[src/rtl/dprbg_pkg.sv]
package dprbg_pkg;

   // Potentiometer geometry
   localparam int POT_STEPS = 64;
   localparam int PULSE_W   = $clog2(POT_STEPS + 1);
   localparam int LEVEL_W   = 6;
   localparam int LEVEL_MAX = (1 << LEVEL_W) - 1;
   localparam logic [LEVEL_W-1:0] START_LEVEL =
      LEVEL_W'((POT_STEPS - 1) > LEVEL_MAX ? LEVEL_MAX : (POT_STEPS - 1));

   // Timing registers
   localparam int STEP_W = 20;
   localparam int WAIT_W = 24;
   localparam logic [STEP_W-1:0] STEP_DELAY_RESET = STEP_W'(10);
   localparam logic [WAIT_W-1:0] SETTLE_RESET     = WAIT_W'(500000);

   // Register map
   localparam int CSR_ADDR_W = 3;
   localparam int CSR_DATA_W = 32;
   localparam logic REG_STEP_DELAY = 1'b0;
   localparam logic REG_SETTLE     = 1'b1;

   // Sequencer phases
   localparam int PHASE_W = 4;
   localparam logic [PHASE_W-1:0] PH_IDLE         = 4'd0;
   localparam logic [PHASE_W-1:0] PH_PWR_CHECK    = 4'd1;
   localparam logic [PHASE_W-1:0] PH_PREP_UD_HIGH = 4'd2;
   localparam logic [PHASE_W-1:0] PH_PREP_CS_LOW  = 4'd3;
   localparam logic [PHASE_W-1:0] PH_RST_DOWN     = 4'd4;
   localparam logic [PHASE_W-1:0] PH_RST_UP       = 4'd5;
   localparam logic [PHASE_W-1:0] PH_RST_DESELECT = 4'd6;
   localparam logic [PHASE_W-1:0] PH_SETTLE       = 4'd7;
   localparam logic [PHASE_W-1:0] PH_DUMMY_READ   = 4'd8;
   localparam logic [PHASE_W-1:0] PH_MEAS_UD_LOW  = 4'd9;
   localparam logic [PHASE_W-1:0] PH_MEAS_CS_LOW  = 4'd10;
   localparam logic [PHASE_W-1:0] PH_MEAS_SAMPLE  = 4'd11;
   localparam logic [PHASE_W-1:0] PH_MEAS_DOWN    = 4'd12;
   localparam logic [PHASE_W-1:0] PH_FINISH       = 4'd13;

   typedef struct packed {
      logic               chip_select_n;
      logic               up_down;
      logic               busy_res;
      logic               done_res;
      logic               charging;
      logic [LEVEL_W-1:0] level;
   } dprbg_res_type;

endpackage

[src/rtl/dprbg_seq.sv]
module dprbg_seq
   import dprbg_pkg::*;
(
   input  logic                clock,
   input  logic                reset,
   input  logic                step_en,
   input  logic                start_req,
   input  logic                comparator_level,
   input  logic                power_pin_level,
   input  logic [STEP_W-1:0]   step_delay,
   input  logic [WAIT_W-1:0]   settle,
   output dprbg_res_type       step_res
);

   logic [PHASE_W-1:0] phase_ff, phase_in;
   logic [WAIT_W-1:0]  wait_ff, wait_in;
   logic [PULSE_W-1:0] pulse_ff, pulse_in;
   logic [LEVEL_W-1:0] level_ff, level_in;
   logic               cs_ff, cs_in;
   logic               ud_ff, ud_in;
   logic               done, chg;
   logic [LEVEL_W-1:0] lvl;

   always_comb begin
      phase_in = phase_ff;
      wait_in  = wait_ff;
      pulse_in = pulse_ff;
      level_in = level_ff;
      cs_in    = cs_ff;
      ud_in    = ud_ff;
      done     = 1'b0;
      chg      = 1'b0;
      lvl      = '0;
      if (phase_ff == PH_IDLE || phase_ff > PH_FINISH) begin
         phase_in = PH_IDLE;
         if (start_req) begin
            phase_in = PH_PWR_CHECK;
            wait_in  = WAIT_W'(step_delay);
            pulse_in = '0;
            level_in = START_LEVEL;
         end
      end else if (wait_ff != '0) begin
         wait_in = wait_ff - 1'b1;
      end else begin
         wait_in = WAIT_W'(step_delay);
         case (phase_ff)
            PH_PWR_CHECK: begin
               if (!power_pin_level) begin
                  done     = 1'b1;
                  chg      = 1'b1;
                  wait_in  = '0;
                  phase_in = PH_IDLE;
               end else begin
                  phase_in = PH_PREP_UD_HIGH;
               end
            end
            PH_PREP_UD_HIGH: begin
               ud_in    = 1'b1;
               phase_in = PH_PREP_CS_LOW;
            end
            PH_PREP_CS_LOW: begin
               cs_in    = 1'b0;
               phase_in = PH_RST_DOWN;
            end
            PH_RST_DOWN: begin
               ud_in    = 1'b0;
               phase_in = PH_RST_UP;
            end
            PH_RST_UP: begin
               ud_in    = 1'b1;
               pulse_in = pulse_ff + 1'b1;
               phase_in = (pulse_in >= PULSE_W'(POT_STEPS)) ? PH_RST_DESELECT : PH_RST_DOWN;
            end
            PH_RST_DESELECT: begin
               cs_in    = 1'b1;
               phase_in = PH_SETTLE;
            end
            PH_SETTLE: begin
               wait_in  = settle;
               phase_in = PH_DUMMY_READ;
            end
            PH_DUMMY_READ: begin
               phase_in = PH_MEAS_UD_LOW;
            end
            PH_MEAS_UD_LOW: begin
               ud_in    = 1'b0;
               phase_in = PH_MEAS_CS_LOW;
            end
            PH_MEAS_CS_LOW: begin
               cs_in    = 1'b0;
               phase_in = PH_MEAS_SAMPLE;
            end
            PH_MEAS_SAMPLE: begin
               if (comparator_level && level_ff != '0) begin
                  ud_in    = 1'b1;
                  phase_in = PH_MEAS_DOWN;
               end else begin
                  cs_in    = 1'b1;
                  phase_in = PH_FINISH;
               end
            end
            PH_MEAS_DOWN: begin
               ud_in = 1'b0;
               if (level_ff != '0) begin
                  level_in = level_ff - 1'b1;
               end
               phase_in = PH_MEAS_SAMPLE;
            end
            default: begin
               // finish: report the count
               done     = 1'b1;
               lvl      = level_ff;
               wait_in  = '0;
               phase_in = PH_IDLE;
            end
         endcase
      end
   end

   always_comb begin
      step_res.chip_select_n = cs_in;
      step_res.up_down       = ud_in;
      step_res.busy_res      = (phase_in != PH_IDLE);
      step_res.done_res      = done;
      step_res.charging      = chg;
      step_res.level         = lvl;
   end

   always_ff @(posedge clock) begin
      if (reset) begin
         phase_ff <= PH_IDLE;
         wait_ff  <= '0;
         pulse_ff <= '0;
         level_ff <= START_LEVEL;
         cs_ff    <= 1'b1;
         ud_ff    <= 1'b0;
      end else if (step_en) begin
         phase_ff <= phase_in;
         wait_ff  <= wait_in;
         pulse_ff <= pulse_in;
         level_ff <= level_in;
         cs_ff    <= cs_in;
         ud_ff    <= ud_in;
      end
   end

   a_done_ends_run: assert property (@(posedge clock) disable iff (reset)
      step_res.done_res |-> !step_res.busy_res)
      else $error("result reported while sequence still running");

   a_level_only_with_done: assert property (@(posedge clock) disable iff (reset)
      (step_res.level != '0) |-> (step_res.done_res && !step_res.charging))
      else $error("level driven outside a battery result");

   a_phase_legal: assert property (@(posedge clock) disable iff (reset)
      phase_ff <= PH_FINISH)
      else $error("phase left the legal range");

   a_pulse_bound: assert property (@(posedge clock) disable iff (reset)
      pulse_ff <= PULSE_W'(POT_STEPS))
      else $error("reset pulse count overran");

endmodule

[src/rtl/dprbg_out_buf.sv]
module dprbg_out_buf
   import dprbg_pkg::*;
(
   input  logic          clock,
   input  logic          reset,
   input  logic          push,
   input  dprbg_res_type push_res,
   output logic          space,
   output logic          out_valid,
   input  logic          out_ready,
   output dprbg_res_type out_res
);

   logic          main_valid_ff, skid_valid_ff;
   dprbg_res_type main_ff, skid_ff;
   logic          pop;

   assign pop       = main_valid_ff && out_ready;
   assign space     = !skid_valid_ff;
   assign out_valid = main_valid_ff;
   assign out_res   = main_ff;

   always_ff @(posedge clock) begin
      if (reset) begin
         main_valid_ff <= 1'b0;
         skid_valid_ff <= 1'b0;
      end else if (pop) begin
         if (skid_valid_ff) begin
            skid_valid_ff <= 1'b0;
         end else begin
            main_valid_ff <= push;
         end
      end else if (push) begin
         if (main_valid_ff) begin
            skid_valid_ff <= 1'b1;
         end else begin
            main_valid_ff <= 1'b1;
         end
      end
   end

   always_ff @(posedge clock) begin
      if (pop && skid_valid_ff) begin
         main_ff <= skid_ff;
      end else if (push && (pop || !main_valid_ff)) begin
         main_ff <= push_res;
      end
      if (push && main_valid_ff && !pop) begin
         skid_ff <= push_res;
      end
   end

   a_skid_behind_main: assert property (@(posedge clock) disable iff (reset)
      skid_valid_ff |-> main_valid_ff)
      else $error("skid entry held with empty output stage");

   a_no_push_when_full: assert property (@(posedge clock) disable iff (reset)
      push |-> !skid_valid_ff)
      else $error("transfer taken with no room");

endmodule

[src/rtl/digipot_ramp_battery_gauge_top.sv]
// Channel   Ports                          Direction  Transfer
// ------    -----------------------------  ---------  ---------------------------------
// req       req_valid/req_ready + 3 pins   in         one sampling tick per transfer
// rsp       rsp_valid/rsp_ready + 6 fields out        one result per accepted tick
// csr       csr_psel/penable/pwrite/...    in/out     APB write on access phase
//
// Each tick is processed in the cycle it is accepted: one per clock while req_ready is high.
// The sequencer step is a single pass of logic between its state registers and the output
// stage; a two-entry output buffer (output register plus skid) sets the stall behaviour.
// With rsp_ready held low the block takes up to two more ticks, then drops req_ready.
// Synchronous active-high reset: phase idle, pot deselected, delay registers to defaults.
module digipot_ramp_battery_gauge_top
   import dprbg_pkg::*;
(
   input  logic                   clock,
   input  logic                   reset,
   // tick input
   input  logic                   req_valid,
   output logic                   req_ready,
   input  logic                   req_start_req,
   input  logic                   req_comparator_level,
   input  logic                   req_power_pin_level,
   // result output
   output logic                   rsp_valid,
   input  logic                   rsp_ready,
   output logic                   rsp_chip_select_n,
   output logic                   rsp_up_down,
   output logic                   rsp_busy_res,
   output logic                   rsp_done_res,
   output logic                   rsp_charging,
   output logic [LEVEL_W-1:0]     rsp_level,
   // register port
   input  logic                   csr_psel,
   input  logic                   csr_penable,
   input  logic                   csr_pwrite,
   input  logic [CSR_ADDR_W-1:0]  csr_paddr,
   input  logic [CSR_DATA_W-1:0]  csr_pwdata,
   output logic [CSR_DATA_W-1:0]  csr_prdata,
   output logic                   csr_pready
);

   logic [STEP_W-1:0] step_delay_ff;
   logic [WAIT_W-1:0] settle_ff;
   logic              csr_wr;
   logic              req_xfer;
   dprbg_res_type     step_res;
   dprbg_res_type     out_res;

   // Registers are word aligned: decode on the word index, ignore the byte offset
   assign csr_pready = 1'b1;
   assign csr_wr     = csr_psel && csr_penable && csr_pwrite;

   always_ff @(posedge clock) begin
      if (reset) begin
         step_delay_ff <= STEP_DELAY_RESET;
         settle_ff     <= SETTLE_RESET;
      end else if (csr_wr) begin
         if (csr_paddr[2] == REG_STEP_DELAY) begin
            step_delay_ff <= csr_pwdata[STEP_W-1:0];
         end else begin
            settle_ff <= csr_pwdata[WAIT_W-1:0];
         end
      end
   end

   always_comb begin
      if (csr_paddr[2] == REG_SETTLE) begin
         csr_prdata = CSR_DATA_W'(settle_ff);
      end else begin
         csr_prdata = CSR_DATA_W'(step_delay_ff);
      end
   end

   // Advance the sequencer once per accepted tick
   assign req_xfer = req_valid && req_ready;

   dprbg_seq u_seq (
      .clock            (clock),
      .reset            (reset),
      .step_en          (req_xfer),
      .start_req        (req_start_req),
      .comparator_level (req_comparator_level),
      .power_pin_level  (req_power_pin_level),
      .step_delay       (step_delay_ff),
      .settle           (settle_ff),
      .step_res         (step_res)
   );

   // Hold results until the consumer takes them
   dprbg_out_buf u_out_buf (
      .clock     (clock),
      .reset     (reset),
      .push      (req_xfer),
      .push_res  (step_res),
      .space     (req_ready),
      .out_valid (rsp_valid),
      .out_ready (rsp_ready),
      .out_res   (out_res)
   );

   assign rsp_chip_select_n = out_res.chip_select_n;
   assign rsp_up_down       = out_res.up_down;
   assign rsp_busy_res      = out_res.busy_res;
   assign rsp_done_res      = out_res.done_res;
   assign rsp_charging      = out_res.charging;
   assign rsp_level         = out_res.level;

endmodule
[config.mk]
export PLATFORM = sky130hd
export DESIGN_NAME = digipot_ramp_battery_gauge_top
export DESIGN_NICKNAME = d
export VERILOG_FILES = /design/src/rtl/dprbg_pkg.sv /design/src/rtl/dprbg_seq.sv /design/src/rtl/dprbg_out_buf.sv /design/src/rtl/digipot_ramp_battery_gauge_top.sv
export SDC_FILE = /design/constraint.sdc
export NUM_CORES = 1
export LEC_CHECK = 0
export BUFFER_PORTS_ARGS = -buffer_cell sky130_fd_sc_hd__buf_2
export CAP_MARGIN = 20
export CORE_AREA = 2 2 146 148
export CTS_CLUSTER_SIZE = 8
export DETAILED_ROUTE_END_ITERATION = 12
export DIE_AREA = 0 0 148 150
export GPL_TIMING_DRIVEN = 0
export PLACE_DENSITY = 0.46
export SLEW_MARGIN = 20
export SYNTH_ARGS = -nofsm -noshare
export SYNTH_HDL_FRONTEND = slang
export SYNTH_SLANG_ARGS = --single-unit
[constraint.sdc]
create_clock -name clock -period 3.1 [get_ports clock]
set_input_delay 0.31 -clock clock [delete_from_list [all_inputs] [get_ports clock]]
set_output_delay 0.31 -clock clock [all_outputs]
set_load 0.02 [all_outputs]
# Word level (Yosys, flattened, before mapping)
# Index checks and enable logic that the tools add are counted.
# classes
add_sub_neg	3
n_lt_le_gt_ge	2
n_eq_ne	15
muxes	45
n_bitwise	1
reduce_logical	38
# op_table
cell	n
two-way mux 24 bit	4
case mux 24 bit (3 select lines)	1
two-way mux 6 bit	8
case mux 4 bit (11 select lines)	1
two-way mux 7 bit	4
nonzero test 24 bit	1
subtractor 24 x 1 -> 24 bit, second input constant	1
two-way mux 11 bit	2
equality test 4 bit, second input constant	5
two-way mux 20 bit	1
two-way mux 1 bit	17
equality test 4 x 3 -> 1 bit, second input constant	4
OR reduction 12 bit	1
OR reduction 11 bit	1
AND reduction 2 bit	5
nonzero test 2 bit	5
OR reduction 10 bit	1
logical AND 1 bit	9
equality test 4 x 2 -> 1 bit, second input constant	2
two-way mux 4 bit	2
OR reduction 2 bit	4
adder 7 x 1 -> 7 bit, second input constant	1
greater-or-equal comparator 7 bit, second input constant	1
case mux 1 bit (3 select lines)	2
other kinds (16)	21
# totals
reg_bits	111
input_bits	45

# Depth between registers and ports, before layout
# logic_depth
ltp_word	9
ltp_mapped	10
depth_no_buf	8

# By module
# Synthesis repeated with hierarchy kept, for this count alone.
# hier_totals
cells_unflattened	723
area_unflattened_um2	6467.5
# by_module_without_submodules
mod	n_inst	cells_per_inst	area_each_um2	seq_area_each_um2
dprbg_seq	1	456	3305.7	860.8
digipot_ramp_battery_gauge_top	1	220	2227.1	880.8
dprbg_out_buf	1	47	934.6	700.7

# Worst setup path after synthesis
# No wires, ideal clock.
# synth_path
kind	reg-to-reg
startpoint	register u_seq.wait_ff[0]
endpoint	register u_out_buf.main_ff, in the netlist u_out_buf.out_res[8] (data pin)
setup_ns	0.286
t_arrival_ns	2.251
required_time_ns	2.814
path_slack_ns	0.563
stages_incl_launch_ff	9
path_cell_list	dfxtp_1 > inv_1 > ha_1 > or3b_2 > nor4_1 > nand2_1 > clkbuf_1 > o31ai_1 > a41oi_1
# synth_via
elab_chain_cells	6
# synth_lines
element	line_no	text
from (decl)	dprbg_seq.sv:16	logic [WAIT_W-1:0] wait_ff, wait_in;
from (signal assigned)	dprbg_seq.sv:139	wait_ff <= wait_in;
nonzero test 24 bit	dprbg_seq.sv:42	end else if (wait_ff != '0) begin
two-way mux 4 bit	dprbg_seq.sv:42	
two-way mux 4 bit	dprbg_seq.sv:34	if (phase_ff == PH_IDLE || phase_ff > PH_FINISH) begin
nonzero test 4 bit	dprbg_seq.sv:123	step_res.busy_res = (phase_in != PH_IDLE);
two-way mux 11 bit	dprbg_out_buf.sv:45	end else if (push && (pop || !main_valid_ff)) begin
two-way mux 11 bit	dprbg_out_buf.sv:43	if (pop && skid_valid_ff) begin
to (signal assigned)	dprbg_out_buf.sv:44	main_ff <= skid_ff;
to (signal assigned)	dprbg_out_buf.sv:46	main_ff <= push_res;
to (decl)	dprbg_out_buf.sv:15	dprbg_res_type main_ff, skid_ff;
# Every way passes these cells. The select of a mux whose other input is x is not followed.
# A chain may end at the register's enable or synchronous reset.

# Worst setup path in the final report
# layout_path
startpoint	register u_seq.phase_ff[0]
endpoint	register u_seq.wait_ff[13]
# layout_via
elab_chain_cells	5
# layout_lines
element	line_no	text
from (decl)	dprbg_seq.sv:15	logic [PHASE_W-1:0] phase_ff, phase_in;
from (signal assigned)	dprbg_seq.sv:138	phase_ff <= phase_in;
equality test 4 x 2 -> 1 bit, or another cell as far along	dprbg_seq.sv:46	case (phase_ff)
OR reduction 10 bit (no line)	n/a	
case mux 24 bit (3 select lines)	dprbg_seq.sv:46	
two-way mux 24 bit	dprbg_seq.sv:42	
two-way mux 24 bit	dprbg_seq.sv:34	
# Several ways; a longest one is shown, not always the timed one.

==> impl_metrics.ini <==
[logic_synthesis]
postSynthAreaPerCell_sq_um = 8.232
synth_area_leader_cell = dfxtp_1
netlist_area_sq_um = 6051
ys_types = 67
synth_ff_type = dfxtp_1
seq_area_frac_synth_pct = 40.36
postSynth.asyncResetShare_pct = 0
synthTopCellsByCount = nand2_1 (126), dfxtp_1 (89), a21oi_1 (76), clkbuf_1 (44), nor2_1 (44)
yosysMostFrequentCell = nand2_1
synthDominantCellAreaShare_pct = 29.45
synth_edf_count = 22
synth_seq_cells = 111
synth.area.top_cells = dfxtp_1 (29%), edfxtp_1 (11%), nand2_1 (7.8%)
syn_inst = 735
ys_warn_count = 0

[die]
die-area_sq_um = 22200
num_rows = 53
pin_count = 91
fp.coreArea_sq_um = 20690
die_h_um = 150
start_util_pct = 29.25
die_w_um = 148

[timing]
drv_slew = 0
relSlewSlack_pct = 31.48
setup_ws_ns = 0.1666
fin_skew_ns = 0.01798
rsz0062_at_grt = yes
fin_crit_sh_pct = 94.63
clock.fmax_mhz = 340.9
worst_slew_pin_slew_ns = 1.028
fin_setup_tns_ns = 0
fin_crit_ns = 2.933
timing.final.setup_violations = 0
timing.final.hold_violations = 0

[route]
detail_route.wl_per_cell_um = 18.35
drtPass1Iterations = 5
dr.first_iter.drc_count = 508
drc = 0
wl_um = 20220
avgViaCountPerCell = 5.218
ant_nets = 0
vias = 5750

[worst_setup_path]
path_buf_inv = 2
slowest_stage = nor4_1
timing.critical_path.mode_cell = clkbuf_1
crit_path_start_kind = flop
cp_data_arrival_time_ns = 3.16
critPathCaptureType = flop
cp_max_fo = 10
crit_path_cell_trace = clkbuf_1 -> nor4_1 -> nor2_1 -> o21ai_1 -> clkbuf_1 -> nor3_1 -> a2111oi_0
max_stage_delay_ns = 0.58
worstSetupPathType = reg2reg
path_delay_family = simple AND/OR/NAND/NOR gates
cp.required_ns = 3.32

[power_and_ir_drop]
switchingPower_uw = 1228
vdd_drop_max_mv = 0.3284
power.leakage_uw = 0.002629
switching_share_pct = 33.31
pwr_density_cell_nw_per_um2 = 515.9
p_comb_share_pct = 21.7
power.clock.fraction_pct = 35.5
p_int_uw = 2459
pwr-share-seq_pct = 42.8
total_power_uw = 3687

[clock_tree]
clock_sinks = 111
numCtsBuffers = 9
path_clk_slew_ns = 0.09
clk_latency_ns = 0.37
cts-root-buf = clkbuf_16
clockBufferDepth = 2
cts_tree = yes
h-tree-depth = 3

[global_route]
grt.total_usage_pct = 18.26
grt_pass1_vias = 5203
antenna_found_initial = 0
grt-ovfl-total = 0
grt_pass1_wl_um = 31260
grt_max_degree = 23

[run]
cap_viol_max_count = 0

[cells_and_area]
drive_gt1_share_pct = 18.50
area_growth_pct = 18.09
n_antenna_cell = 0
post-route-util_pct = 34.54
fill_cells = 2265
final_nets = 870

[placed_design]
place.gp.congestion = 0.8568
io_buffers = 69
dpl_worst_slack_ns = -0.4658
hpwl_um = 15210

[status]
run_status = complete, no violations

[worst_hold_path]
worstHoldPathType = in2reg
## power groups by stage
stage          sequential, uW  clock, uW  combinational (uW)
6_report                 1580       1310                 799
5_1_grt                  1590       1400                 866
4_1_cts                  1580       1340                 784
3_5_place_dp             1610          0                 769
3_3_place_gp             1610          0                 777
2_1_floorplan            1610          0                 505
## sequential cells by signal, summed over array words and instances (netlist names)
register	count
u_seq.pulse_ff	7
settle_ff	24
u_out_buf.skid_ff	11
u_seq.cs_ff	1
u_seq.ud_ff	1
u_seq.phase_ff	4
step_delay_ff	20
u_out_buf.out_res	11
u_seq.level_ff	6
u_seq.wait_ff	24
u_out_buf.skid_valid_ff	1
u_out_buf.out_valid	1
## what timing repair did
action,4_1_cts,5_1_grt
hold buffers,0,0
pin swaps,0,1
endpoints found under the setup margin,11,35
buffers inserted,0,0
endpoints found under the hold margin,0,0
resized for setup,3,11
## layout make-up
type                            instances  area [sq um]  share of cell area [%]
Multi-Input combinational cell        557          3357                   46.98
Sequential cell                       111          2442                   34.18
Timing Repair Buffer                   69         345.3                   4.833
Tap cell                              275         344.1                   4.815
Buffer                                 61         277.8                   3.887
Clock buffer                            9         225.2                   3.152
Clock inverter                          7         105.1                   1.471
Inverter                               13         48.80                  0.6829
## per-stage QoR
stage | hold WS, ns | area, sq um | instances
3_3_place_gp | 0.4594 | 6766 | 1086
4_1_cts | 0.1427 | 7117 | 1102
2_1_floorplan | 0.4105 | 6077 | 742
6_report | 0.1594 | 7146 | 1102
3_5_place_dp | 0.4634 | 6766 | 1086
5_1_grt | 0.1614 | 7146 | 1102
## path summary, 6_finish.rpt
kind / depth (start not counted) / to / from / slack (ns)
hold / removal: 2 / u_out_buf.skid_valid_ff$_SDFFE_PP0P_ / rsp_ready / 0.16
setup / recovery: 7 / u_seq.wait_ff[13]$_SDFFE_PP0P_ / u_seq.phase_ff[0]$_SDFFE_PP0P_ / 0.17
setup reg to reg: 7 / u_seq.wait_ff[13]$_SDFFE_PP0P_ / u_seq.phase_ff[0]$_SDFFE_PP0P_ / 0.17
hold reg to reg: 2 / u_seq.pulse_ff[1]$_SDFFE_PP0P_ / u_seq.pulse_ff[1]$_SDFFE_PP0P_ / 0.47
## worst register-to-register path, delay by kind of cell (launching register included)
family / cells / cell delay (ns)
AO/OA/AOI/OAI: 2 / 0.83
buffers and inverters: 2 / 0.70
flip-flops: 1 / 0.31
AND/OR/NAND/NOR: 3 / 0.95
## placed cells by master, fill, tap and decap left out, types with 4 or more instances in the layout
cell	synthesis	final
nand2_1	126	126
nor2_1	44	44
dfxtp_1	89	89
nor4_1	18	15
buf_4	9	9
a211oi_1	8	8
o31ai_1	5	4
a22o_1	8	8
xor2_1	17	17
or3b_2	4	4
and2_1	7	7
o21ai_0	26	24
clkbuf_16	0	9
o2111ai_1	4	4
nand3_1	12	12
nand2b_1	9	9
clkbuf_1	44	42
a22oi_1	8	8
and3_1	12	12
or2_2	5	5
a21oi_1	76	75
mux2_2	29	29
edfxtp_1	22	22
a221oi_1	7	7
or3_1	6	6
o211ai_1	6	6
inv_1	13	13
buf_2	4	73
a221o_1	6	6
conb_1	2	9
nand3b_1	12	12
nor3_1	26	26
a31oi_1	7	7
nand4_1	4	4
## per-layer routing
layer	up-vias	wire length [um]	global-route usage (%)
met5	-	0	0
li1	2834	-	-
met1	2709	9624	26.03
met3	18	1114	3.049
met2	189	9200	29.19
met4	0	278	3.619
## cells by family (layout without fill, tap and decap cells)
kind of cell	count (synthesis)	after routing	share of synthesized area, %
adder cells (fa/ha/maj)	4	4	0.7858
buffers and inverters	74	159	5.356
flip-flops	111	111	40.36
XOR/XNOR	19	19	2.750
AND/OR/NAND/NOR	304	304	24.67
other	2	9	0.1241
AO/OA/AOI/OAI	192	192	20.55
multiplexers	29	29	5.397
(Power assumes the default switching activity.)
